===== src/rtl/qph_pkg.sv =====
package qph_pkg;

    localparam int QPH_SLOTS = 128;

    localparam int KEY_W  = 16;
    localparam int FUNC_W = 2;
    localparam int SIZE_W = 8;
    localparam int UPC_W  = 4;

    localparam logic [SIZE_W-1:0] TABLE_SIZE_RST = 8'd128;

    localparam logic [FUNC_W-1:0] FN_INSERT = 2'd0;
    localparam logic [FUNC_W-1:0] FN_REMOVE = 2'd1;
    localparam logic [FUNC_W-1:0] FN_LOOKUP = 2'd2;

    localparam logic REG_TABLE_SIZE = 1'b0;

    typedef logic [UPC_W-1:0] t_upc;

    localparam t_upc U_CLR   = 4'd0;
    localparam t_upc U_IDLE  = 4'd1;
    localparam t_upc U_DIV   = 4'd2;
    localparam t_upc U_PINIT = 4'd3;
    localparam t_upc U_RD    = 4'd4;
    localparam t_upc U_CHK   = 4'd5;
    localparam t_upc U_ADV   = 4'd6;
    localparam t_upc U_MISS  = 4'd7;
    localparam t_upc U_HIT   = 4'd8;
    localparam t_upc U_OUT   = 4'd9;

    typedef enum logic [3:0] {
        C_NEVER,
        C_ALWAYS,
        C_ACC,
        C_CLR_MORE,
        C_DIV_MORE,
        C_BAD,
        C_HIT,
        C_MORE,
        C_OUT_FREE
    } t_cond;

    typedef struct packed {
        logic  in_rdy;
        logic  cnt_clr;
        logic  cnt_inc;
        logic  div_step;
        logic  probe_init;
        logic  probe_adv;
        logic  mem_rd;
        logic  mem_clr;
        logic  mem_upd;
        logic  out_load;
        t_cond cond;
        logic  wait_f;
        t_upc  target;
    } t_ctl;

    typedef struct packed {
        logic acc;
        logic clr_more;
        logic div_more;
        logic bad;
        logic hit;
        logic more;
        logic out_free;
    } t_stat;

    // Microcode ROM: one control word per step.
    function automatic t_ctl ucode(input t_upc upc);
        t_ctl w;
        w = '0;
        unique case (upc)
            U_CLR: begin
                w.mem_clr = 1'b1;
                w.cnt_inc = 1'b1;
                w.cond    = C_CLR_MORE;
                w.target  = U_CLR;
            end
            U_IDLE: begin
                w.in_rdy  = 1'b1;
                w.cnt_clr = 1'b1;
                w.cond    = C_ACC;
                w.target  = U_DIV;
                w.wait_f  = 1'b1;
            end
            U_DIV: begin
                w.div_step = 1'b1;
                w.cnt_inc  = 1'b1;
                w.cond     = C_DIV_MORE;
                w.target   = U_DIV;
            end
            U_PINIT: begin
                w.probe_init = 1'b1;
                w.cnt_clr    = 1'b1;
                w.cond       = C_BAD;
                w.target     = U_OUT;
            end
            U_RD: begin
                w.mem_rd = 1'b1;
                w.cond   = C_NEVER;
            end
            U_CHK: begin
                w.cond   = C_HIT;
                w.target = U_HIT;
            end
            U_ADV: begin
                w.probe_adv = 1'b1;
                w.cnt_inc   = 1'b1;
                w.cond      = C_MORE;
                w.target    = U_RD;
            end
            U_MISS: begin
                w.cond   = C_ALWAYS;
                w.target = U_OUT;
            end
            U_HIT: begin
                w.mem_upd = 1'b1;
                w.cond    = C_NEVER;
            end
            U_OUT: begin
                w.out_load = 1'b1;
                w.cond     = C_OUT_FREE;
                w.target   = U_IDLE;
                w.wait_f   = 1'b1;
            end
            default: begin
                w.cond   = C_ALWAYS;
                w.target = U_IDLE;
            end
        endcase
        return w;
    endfunction

endpackage


===== src/rtl/qph_if.sv =====
interface qph_in_if;
    logic        valid;
    logic        ready;
    logic [1:0]  func;
    logic [15:0] key;

    modport source(output valid, output func, output key, input ready);
    modport sink(input valid, input func, input key, output ready);
endinterface

interface qph_out_if;
    logic       valid;
    logic       ready;
    logic       ok;
    logic [7:0] slot;

    modport source(output valid, output ok, output slot, input ready);
    modport sink(input valid, input ok, input slot, output ready);
endinterface


===== src/rtl/qph_ram.sv =====
module qph_ram #(
    parameter int DEPTH = 128,
    parameter int AW    = 7,
    parameter int DW    = 17
) (
    input  logic          i_clk,
    input  logic          i_we,
    input  logic [AW-1:0] i_waddr,
    input  logic [DW-1:0] i_wdata,
    input  logic          i_re,
    input  logic [AW-1:0] i_raddr,
    output logic [DW-1:0] o_rdata
);

    logic [DW-1:0] r_mem [DEPTH];
    logic [DW-1:0] r_rdata;

    always_ff @(posedge i_clk) begin
        if (i_we) begin
            r_mem[i_waddr] <= i_wdata;
        end
        if (i_re) begin
            r_rdata <= r_mem[i_raddr];
        end
    end

    assign o_rdata = r_rdata;

endmodule


===== src/rtl/qph_seq.sv =====
module qph_seq (
    input  logic          i_clk,
    input  logic          i_rst_n,
    input  qph_pkg::t_stat i_stat,
    output qph_pkg::t_ctl  o_ctl
);
    import qph_pkg::*;

    t_upc r_upc;
    t_upc n_upc;
    t_ctl ctl;
    logic taken;

    always_comb begin
        ctl = ucode(r_upc);
        unique case (ctl.cond)
            C_NEVER:    taken = 1'b0;
            C_ALWAYS:   taken = 1'b1;
            C_ACC:      taken = i_stat.acc;
            C_CLR_MORE: taken = i_stat.clr_more;
            C_DIV_MORE: taken = i_stat.div_more;
            C_BAD:      taken = i_stat.bad;
            C_HIT:      taken = i_stat.hit;
            C_MORE:     taken = i_stat.more;
            C_OUT_FREE: taken = i_stat.out_free;
            default:    taken = 1'b0;
        endcase
        if (taken) begin
            n_upc = ctl.target;
        end else if (ctl.wait_f) begin
            n_upc = r_upc;
        end else begin
            n_upc = r_upc + 1'b1;
        end
    end

    always_ff @(posedge i_clk) begin
        if (!i_rst_n) begin
            r_upc <= U_CLR;
        end else begin
            r_upc <= n_upc;
        end
    end

    assign o_ctl = ctl;

endmodule


===== src/rtl/qph_dp.sv =====
module qph_dp #(
    parameter int SLOTS = qph_pkg::QPH_SLOTS
) (
    input  logic                          i_clk,
    input  logic                          i_rst_n,
    input  qph_pkg::t_ctl                 i_ctl,
    input  logic [qph_pkg::SIZE_W-1:0]    i_size,
    output qph_pkg::t_stat                o_stat,
    qph_in_if.sink                        i_in,
    qph_out_if.source                     o_out
);
    import qph_pkg::*;

    localparam int IDX_W = $clog2(SLOTS);
    localparam int CNT_W = (IDX_W > SIZE_W) ? IDX_W : SIZE_W;
    localparam int DW    = KEY_W + 1;

    logic [FUNC_W-1:0] r_func, n_func;
    logic [KEY_W-1:0]  r_key, n_key;
    logic [KEY_W-1:0]  r_dvd, n_dvd;
    logic [SIZE_W-1:0] r_size, n_size;
    logic [SIZE_W-1:0] r_rem, n_rem;
    logic [SIZE_W-1:0] r_idx, n_idx;
    logic [SIZE_W-1:0] r_d, n_d;
    logic [CNT_W-1:0]  r_cnt, n_cnt;
    logic              r_ok, n_ok;
    logic              r_out_valid, n_out_valid;
    logic              r_out_ok, n_out_ok;
    logic [SIZE_W-1:0] r_out_slot, n_out_slot;

    logic              acc;
    logic              out_free;
    logic              hit;
    logic [SIZE_W:0]   rem_sh;
    logic [SIZE_W:0]   idx_sum;
    logic [SIZE_W:0]   d_sum;
    logic [SIZE_W:0]   d_one;
    logic [SIZE_W:0]   probes;
    logic [SIZE_W-1:0] idx_next;
    logic [SIZE_W-1:0] d_next;
    logic [SIZE_W-1:0] rem_next;

    logic              mem_we;
    logic [IDX_W-1:0]  mem_waddr;
    logic [DW-1:0]     mem_wdata;
    logic [DW-1:0]     mem_rdata;

    qph_ram #(
        .DEPTH (SLOTS),
        .AW    (IDX_W),
        .DW    (DW)
    ) u_ram (
        .i_clk   (i_clk),
        .i_we    (mem_we),
        .i_waddr (mem_waddr),
        .i_wdata (mem_wdata),
        .i_re    (i_ctl.mem_rd),
        .i_raddr (IDX_W'(r_idx)),
        .o_rdata (mem_rdata)
    );

    assign acc      = i_ctl.in_rdy & i_in.valid;
    assign out_free = !r_out_valid || o_out.ready;

    // Insert wants an empty slot; remove and lookup want an occupied slot with the key.
    assign hit = (r_func == FN_INSERT) ? !mem_rdata[KEY_W]
                                       : (mem_rdata[KEY_W] && (mem_rdata[KEY_W-1:0] == r_key));

    // One restoring step of key mod size, dividend bits taken from the top.
    assign rem_sh   = {r_rem, r_dvd[KEY_W-1]};
    assign rem_next = (rem_sh >= {1'b0, r_size}) ? SIZE_W'(rem_sh - {1'b0, r_size})
                                                 : rem_sh[SIZE_W-1:0];

    // Probe i+1 sits (2i+1) mod size past probe i; d carries that step.
    assign idx_sum  = {1'b0, r_idx} + {1'b0, r_d};
    assign idx_next = (idx_sum >= {1'b0, r_size}) ? SIZE_W'(idx_sum - {1'b0, r_size})
                                                  : idx_sum[SIZE_W-1:0];
    assign d_sum    = {1'b0, r_d} + 9'd2;
    assign d_one    = (d_sum >= {1'b0, r_size}) ? (d_sum - {1'b0, r_size}) : d_sum;
    assign d_next   = (d_one >= {1'b0, r_size}) ? SIZE_W'(d_one - {1'b0, r_size})
                                                : d_one[SIZE_W-1:0];
    assign probes   = {1'b0, r_cnt[SIZE_W-1:0]} + 9'd1;

    always_comb begin
        o_stat.acc      = acc;
        o_stat.clr_more = (r_cnt[IDX_W-1:0] != IDX_W'(SLOTS - 1));
        o_stat.div_more = (r_cnt[3:0] != 4'd15);
        o_stat.bad      = (r_func != FN_INSERT) && (r_func != FN_REMOVE)
                          && (r_func != FN_LOOKUP);
        o_stat.hit      = hit;
        o_stat.more     = (probes < {1'b0, r_size});
        o_stat.out_free = out_free;
    end

    always_comb begin
        mem_we    = i_ctl.mem_clr || (i_ctl.mem_upd && (r_func != FN_LOOKUP));
        mem_waddr = i_ctl.mem_clr ? r_cnt[IDX_W-1:0] : IDX_W'(r_idx);
        if (i_ctl.mem_clr) begin
            mem_wdata = '0;
        end else if (r_func == FN_INSERT) begin
            mem_wdata = {1'b1, r_key};
        end else begin
            mem_wdata = {1'b0, mem_rdata[KEY_W-1:0]};
        end
    end

    always_comb begin
        n_func      = r_func;
        n_key       = r_key;
        n_dvd       = r_dvd;
        n_size      = r_size;
        n_rem       = r_rem;
        n_idx       = r_idx;
        n_d         = r_d;
        n_cnt       = r_cnt;
        n_ok        = r_ok;
        n_out_valid = r_out_valid;
        n_out_ok    = r_out_ok;
        n_out_slot  = r_out_slot;

        if (acc) begin
            n_func = i_in.func;
            n_key  = i_in.key;
            n_dvd  = i_in.key;
            n_size = i_size;
            n_rem  = '0;
            n_ok   = 1'b0;
        end
        if (i_ctl.cnt_clr) begin
            n_cnt = '0;
        end else if (i_ctl.cnt_inc) begin
            n_cnt = r_cnt + 1'b1;
        end
        if (i_ctl.div_step) begin
            n_rem = rem_next;
            n_dvd = {r_dvd[KEY_W-2:0], 1'b0};
        end
        if (i_ctl.probe_init) begin
            n_idx = r_rem;
            n_d   = (r_size == 8'd1) ? 8'd0 : 8'd1;
        end
        if (i_ctl.probe_adv) begin
            n_idx = idx_next;
            n_d   = d_next;
        end
        if (i_ctl.mem_upd) begin
            n_ok = 1'b1;
        end
        if (i_ctl.out_load && out_free) begin
            n_out_valid = 1'b1;
            n_out_ok    = r_ok;
            n_out_slot  = r_ok ? (r_idx + 8'd1) : 8'd0;
        end else if (o_out.ready) begin
            n_out_valid = 1'b0;
        end
    end

    always_ff @(posedge i_clk) begin
        if (!i_rst_n) begin
            r_cnt       <= '0;
            r_out_valid <= 1'b0;
        end else begin
            r_cnt       <= n_cnt;
            r_out_valid <= n_out_valid;
        end
    end

    always_ff @(posedge i_clk) begin
        r_func     <= n_func;
        r_key      <= n_key;
        r_dvd      <= n_dvd;
        r_size     <= n_size;
        r_rem      <= n_rem;
        r_idx      <= n_idx;
        r_d        <= n_d;
        r_ok       <= n_ok;
        r_out_ok   <= n_out_ok;
        r_out_slot <= n_out_slot;
    end

    assign i_in.ready  = i_ctl.in_rdy;
    assign o_out.valid = r_out_valid;
    assign o_out.ok    = r_out_ok;
    assign o_out.slot  = r_out_slot;

    a_miss_slot_zero: assert property (@(posedge i_clk) disable iff (!i_rst_n)
        (r_out_valid && !r_out_ok) |-> (r_out_slot == 8'd0))
        else $error("miss result carries a nonzero slot");

    a_hit_slot_range: assert property (@(posedge i_clk) disable iff (!i_rst_n)
        (r_out_valid && r_out_ok) |-> (r_out_slot != 8'd0))
        else $error("hit result carries slot zero");

    a_probe_in_range: assert property (@(posedge i_clk) disable iff (!i_rst_n)
        i_ctl.mem_rd |-> (r_idx < r_size))
        else $error("probe index beyond table size");

    a_home_in_range: assert property (@(posedge i_clk) disable iff (!i_rst_n)
        i_ctl.probe_init |-> (r_rem < r_size))
        else $error("home slot not reduced below table size");

endmodule


===== src/rtl/quadratic_probe_hash_table.sv =====
// Open-addressed hash table with quadratic probing.
// Requests arrive on i_in (func: insert, remove or lookup; key). Each request
// gives one beat on o_out: ok and the 1-based slot, or slot 0 when ok is low.
// Probe i of a key visits slot (key mod size + i*i) mod size, for at most size
// probes; remove and lookup scan the whole path and do not stop at holes.
// The table size is the APB register at offset 0 (reset 128, clamped to
// 1..SLOTS and at most 255); write it only while no request is in flight.
// After acceptance, key mod size is computed one bit per cycle, then each probe
// runs through a table read, a compare and an advance. The single table port
// and the bit-serial remainder set how long a request takes; one request is in
// work at a time.
// After reset a clearing pass empties every slot of the table before the
// first request is accepted. A finished result waits in the output register
// while the next request is accepted; the result of that request is held back
// until the waiting beat is taken.
module quadratic_probe_hash_table #(
    parameter int SLOTS = qph_pkg::QPH_SLOTS
) (
    input  logic        i_clk,
    input  logic        i_rst_n,
    qph_in_if.sink      i_in,
    qph_out_if.source   o_out,
    input  logic        psel,
    input  logic        penable,
    input  logic        pwrite,
    input  logic [2:0]  paddr,
    input  logic [31:0] pwdata,
    output logic [31:0] prdata,
    output logic        pready
);
    import qph_pkg::*;

    localparam logic [SIZE_W-1:0] SIZE_MAX = SIZE_W'((SLOTS < 255) ? SLOTS : 255);

    logic [SIZE_W-1:0] r_table_size;
    logic [SIZE_W-1:0] eff_size;
    logic              cfg_wr;
    t_ctl              ctl;
    t_stat             stat;

    assign pready = 1'b1;
    assign cfg_wr = psel && penable && pwrite && (paddr[2] == REG_TABLE_SIZE);

    always_ff @(posedge i_clk) begin
        if (!i_rst_n) begin
            r_table_size <= TABLE_SIZE_RST;
        end else if (cfg_wr) begin
            r_table_size <= pwdata[SIZE_W-1:0];
        end
    end

    assign prdata = (paddr[2] == REG_TABLE_SIZE) ? {24'd0, r_table_size} : 32'd0;

    always_comb begin
        if (r_table_size == 8'd0) begin
            eff_size = 8'd1;
        end else if (r_table_size > SIZE_MAX) begin
            eff_size = SIZE_MAX;
        end else begin
            eff_size = r_table_size;
        end
    end

    qph_seq u_seq (
        .i_clk   (i_clk),
        .i_rst_n (i_rst_n),
        .i_stat  (stat),
        .o_ctl   (ctl)
    );

    qph_dp #(
        .SLOTS (SLOTS)
    ) u_dp (
        .i_clk   (i_clk),
        .i_rst_n (i_rst_n),
        .i_ctl   (ctl),
        .i_size  (eff_size),
        .o_stat  (stat),
        .i_in    (i_in),
        .o_out   (o_out)
    );

endmodule

===== src/flat_wrapper.sv =====
// flat-port wrapper written by rule: the top's interface ports become plain ports
module quadratic_probe_hash_table_flat import qph_pkg::*;
#(
    parameter int SLOTS = qph_pkg::QPH_SLOTS
)
  (i_clk, i_rst_n, psel, penable, pwrite, paddr, pwdata, prdata, pready, i_in_valid, i_in_func, i_in_key, i_in_ready, o_out_valid, o_out_ok, o_out_slot, o_out_ready);
  qph_in_if i_in_i ();
  qph_out_if o_out_i ();
  input  logic i_clk;
  input  logic i_rst_n;
  input  logic psel;
  input  logic penable;
  input  logic pwrite;
  input  logic [2:0] paddr;
  input  logic [31:0] pwdata;
  output logic [31:0] prdata;
  output logic pready;
  input wire logic [$bits(i_in_i.valid)-1:0] i_in_valid;
  input wire logic [$bits(i_in_i.func)-1:0] i_in_func;
  input wire logic [$bits(i_in_i.key)-1:0] i_in_key;
  output wire logic [$bits(i_in_i.ready)-1:0] i_in_ready;
  output wire logic [$bits(o_out_i.valid)-1:0] o_out_valid;
  output wire logic [$bits(o_out_i.ok)-1:0] o_out_ok;
  output wire logic [$bits(o_out_i.slot)-1:0] o_out_slot;
  input wire logic [$bits(o_out_i.ready)-1:0] o_out_ready;
  assign i_in_i.valid = i_in_valid;
  assign i_in_i.func = i_in_func;
  assign i_in_i.key = i_in_key;
  assign i_in_ready = i_in_i.ready;
  assign o_out_valid = o_out_i.valid;
  assign o_out_ok = o_out_i.ok;
  assign o_out_slot = o_out_i.slot;
  assign o_out_i.ready = o_out_ready;
  quadratic_probe_hash_table #(.SLOTS(SLOTS)) u_core (.i_clk(i_clk), .i_rst_n(i_rst_n), .i_in(i_in_i), .o_out(o_out_i), .psel(psel), .penable(penable), .pwrite(pwrite), .paddr(paddr), .pwdata(pwdata), .prdata(prdata), .pready(pready));
endmodule

===== config.mk =====
export PLATFORM = sky130hd
export DESIGN_NAME = quadratic_probe_hash_table_flat
export DESIGN_NICKNAME = d
export VERILOG_FILES = /design/src/rtl/qph_pkg.sv /design/src/rtl/qph_if.sv /design/src/rtl/qph_ram.sv /design/src/rtl/qph_seq.sv /design/src/rtl/qph_dp.sv /design/src/rtl/quadratic_probe_hash_table.sv /design/src/flat_wrapper.sv
export SDC_FILE = /design/constraint.sdc
export NUM_CORES = 2
export LEC_CHECK = 0
export BUFFER_PORTS_ARGS = -buffer_cell sky130_fd_sc_hd__buf_2
export CORE_UTILIZATION = 35
export DETAILED_ROUTE_END_ITERATION = 16
export GPL_TIMING_DRIVEN = 0
export PLACE_DENSITY_LB_ADDON = 0.08
export SYNTH_ARGS = -nofsm -noshare
export SYNTH_HDL_FRONTEND = slang
export SYNTH_HIERARCHICAL = 1
export SYNTH_SLANG_ARGS = --single-unit

===== constraint.sdc =====
create_clock -name i_clk -period 16.7 [get_ports i_clk]
set_input_delay 2.505 -clock i_clk [delete_from_list [all_inputs] [get_ports i_clk]]
set_output_delay 2.505 -clock i_clk [all_outputs]
set_load 0.005 [all_outputs]

==> metrics.txt <==
post-CTS sizing 0; I/O Pins 104; CTS Buf Count 276; Vias approximately 44000; CTS tree built; Place WS 10970 ps; worst setup path class reg2reg; Most Crowded Layer GR met2; port buffer count 52; Sinks on Clock Net 2290; final RePlAce weighted congestion ~0.81; total number of yosys warnings 6; status complete, no violations; 1st-iter DRT viols 4356; ANT nets after route 0; multi-input logic area 0.02183 sq mm; die area 0.2619 sq mm; clock period minus worst slack 5736 ps; Hold Path Class reg2reg; final hold vios 0; Synth Instances 4082; first-pass GRT wire length ~380 mm; PnR worst setup slack 10960 ps; DIE WIDTH ~510 microns; Max H-tree Level 5; data arrival time of the worst path 6340 ps; nets about 4800; clock slew at reported path FFs 60 ps; area post-placement 0.09991 sq mm; Critical Path RT 17310 ps; GRT Overall Usage 0.2082; total of max-cap violations 0; HPWL Detailed 193.7 mm; met3 Use GR 0.03013; DRT Pass-1 Iters 6; setup violators final 0; VDD IR max around 0.00012 V; syn_area_per_cell between 20 and 25 sq um; Area Overhead vs Synth 18.95%; final core occ 0.4199; normalized max-slew margin 0.04762; Final Skew about 67 ps; core area 0.2576 sq mm; clock latency at the later pin of the worst-skew pair 940 ps; DRC Markers 0; Root Driver clkbuf_16; grt ovf 0; RSZ-0062 raised after global routing no; Initial Utilization 0.3530; Worst Setup Start Kind flip-flop; Mapped Area 0.09095 sq mm; most used cell, CP clkbuf_1; largest net degree at the start of global routing 45; Sequential Area between 0.06 and 0.07 sq mm; post-route cell area 0.1082 sq mm; PD cells approximately 140 mW/mm^2; share of layout cells above drive strength 1 0.3340; Max FO, Critical Path 10; Routed WL per cell 33.16 microns; routed wire length 273.1 mm; Final period util 0.3435; setup_tns 0 ps; Max clock buf depth 4; Hold-fix buffers, CTS 0; setup bufs post-CTS 0; Worst path slowest cell clkbuf_1; initial antenna violation count 34; max incr delay on CP 810 ps; FILL cells 22285; DR vias/cell 5.388; top achievable clock speed around 170 MHz; vias in the first global route 44993; GR Layer Usage met2 0.3391; # rows between 150 and 200; static leakage about 34 nW; post-layout power 15.01 mW; worst path cell trace inv_1 -> ha_1 -> and2_1 -> clkbuf_1 -> clkbuf_1 -> a21o_1 -> clkbuf_1 -> nor2b_1 -> nand3_1 -> clkbuf_2 -> nor2_2 -> buf_8; global-route met1 utilization 0.2926; Tightest Pin Transition about 1400 ps; Slew Viols, Final 0; die height 511.8 microns; Worst Setup End Kind flip-flop
-- critical path, delay by kind of cell (launching register included) --
kind | cells | cell delay, ps
fa+ha+maj | 1 | 310
flops | 1 | 360
buf+inv | 6 | 2550
compound gates | 1 | 320
simple gates | 4 | 1860
-- path summary, 6_finish.rpt --
path | start | end | slack (ps) | cells after the start
setup reg to reg | u_core/u_seq/r_upc[0] | u_core/u_dp/u_ram/r_mem[30][0] | 10960 | 12
hold / removal | u_core/u_dp/r_dvd[0] | u_core/u_dp/r_dvd[0] | 460 | 2
hold reg to reg | u_core/u_dp/r_dvd[0] | u_core/u_dp/r_dvd[0] | 460 | 2
setup / recovery | u_core/u_seq/r_upc[0] | u_core/u_dp/u_ram/r_mem[30][0] | 10960 | 12
-- stage by stage --
stage | instances | hold WS, ps
floorplan | 4105 | 436.6
global placement | 7541 | 455.4
detailed placement | 7744 | 457.9
CTS | 8209 | 467.5
global route | 8222 | 494.3
finish | 8235 | 464.0
-- state kept, by name, summed over array words and instances (netlist names) --
signal and cells:
u_core/r_table_size 8, u_core/u_dp/r_ok 1, u_core/u_dp/o_out.slot 8, u_core/u_dp/r_dvd 16, u_core/u_dp/r_size 8, u_core/u_dp/o_out.valid 1
u_core/u_dp/o_out.ok 1, u_core/u_dp/r_d 8, u_core/u_dp/u_ram/r_mem 2176, u_core/u_dp/r_key 16, u_core/u_dp/r_idx 8, u_core/u_dp/r_cnt 8
u_core/u_seq/r_upc 4, u_core/u_dp/u_ram/o_rdata 17, u_core/u_dp/r_func 2, u_core/u_dp/r_rem 8
-- placed cells by master, fill, tap and decap left out, types with 12 or more instances in the layout --
cell       instances
edfxtp_1        2267
mux4_2           714
clkbuf_16        283
clkbuf_1         176
nand2_1          128
nor2_2           115
buf_8             90
buf_2             87
nor2_1            68
clkinv_1          54
ha_1              54
buf_12            54
clkinv_2          46
buf_4             44
buf_16            44
o21ai_0           42
nor2b_1           34
xor2_1            33
inv_1             33
a21oi_1           32
mux2i_1           30
nand3_1           29
mux2_2            29
diode_2           25
conb_1            25
dfxtp_1           23
xnor2_1           22
buf_1             20
a21oi_4           17
buf_6             17
nand4_1           16
and2_1            13
clkbuf_2          13
bufinv_16         12
-- routing by layer --
metal	up-vias	routed length, microns
met2	1342	132700
met4	2	6443
met5	-	13
met3	324	13540
met1	24389	120400
li1	18311	-
-- final cells by class --
type                            instances  area share
Sequential cell                      2290      0.6335
Multi-Input combinational cell       1549      0.2018
Clock buffer                          341     0.06747
Tap cell                             3384     0.03914
Timing Repair Buffer                  256     0.03771
Buffer                                232     0.01027
Clock inverter                        124    0.008327
Inverter                               34    0.001180
Antenna cell                           25   0.0005783
-- power breakdown --
| part | total [mW] | internal [mW] | leakage (nW) | switching [mW] |
|---|---|---|---|---|
| combinational | 2.37 | 0.701 | 9.32 | 1.66 |
| sequential | 7.08 | 7.02 | 21.1 | 0.0586 |
| clock | 5.56 | 3.27 | 4.03 | 2.30 |
| total | 15.0 | 11.0 | 34.4 | 4.02 |
Note: power is estimated with default switching activity, not from simulation.
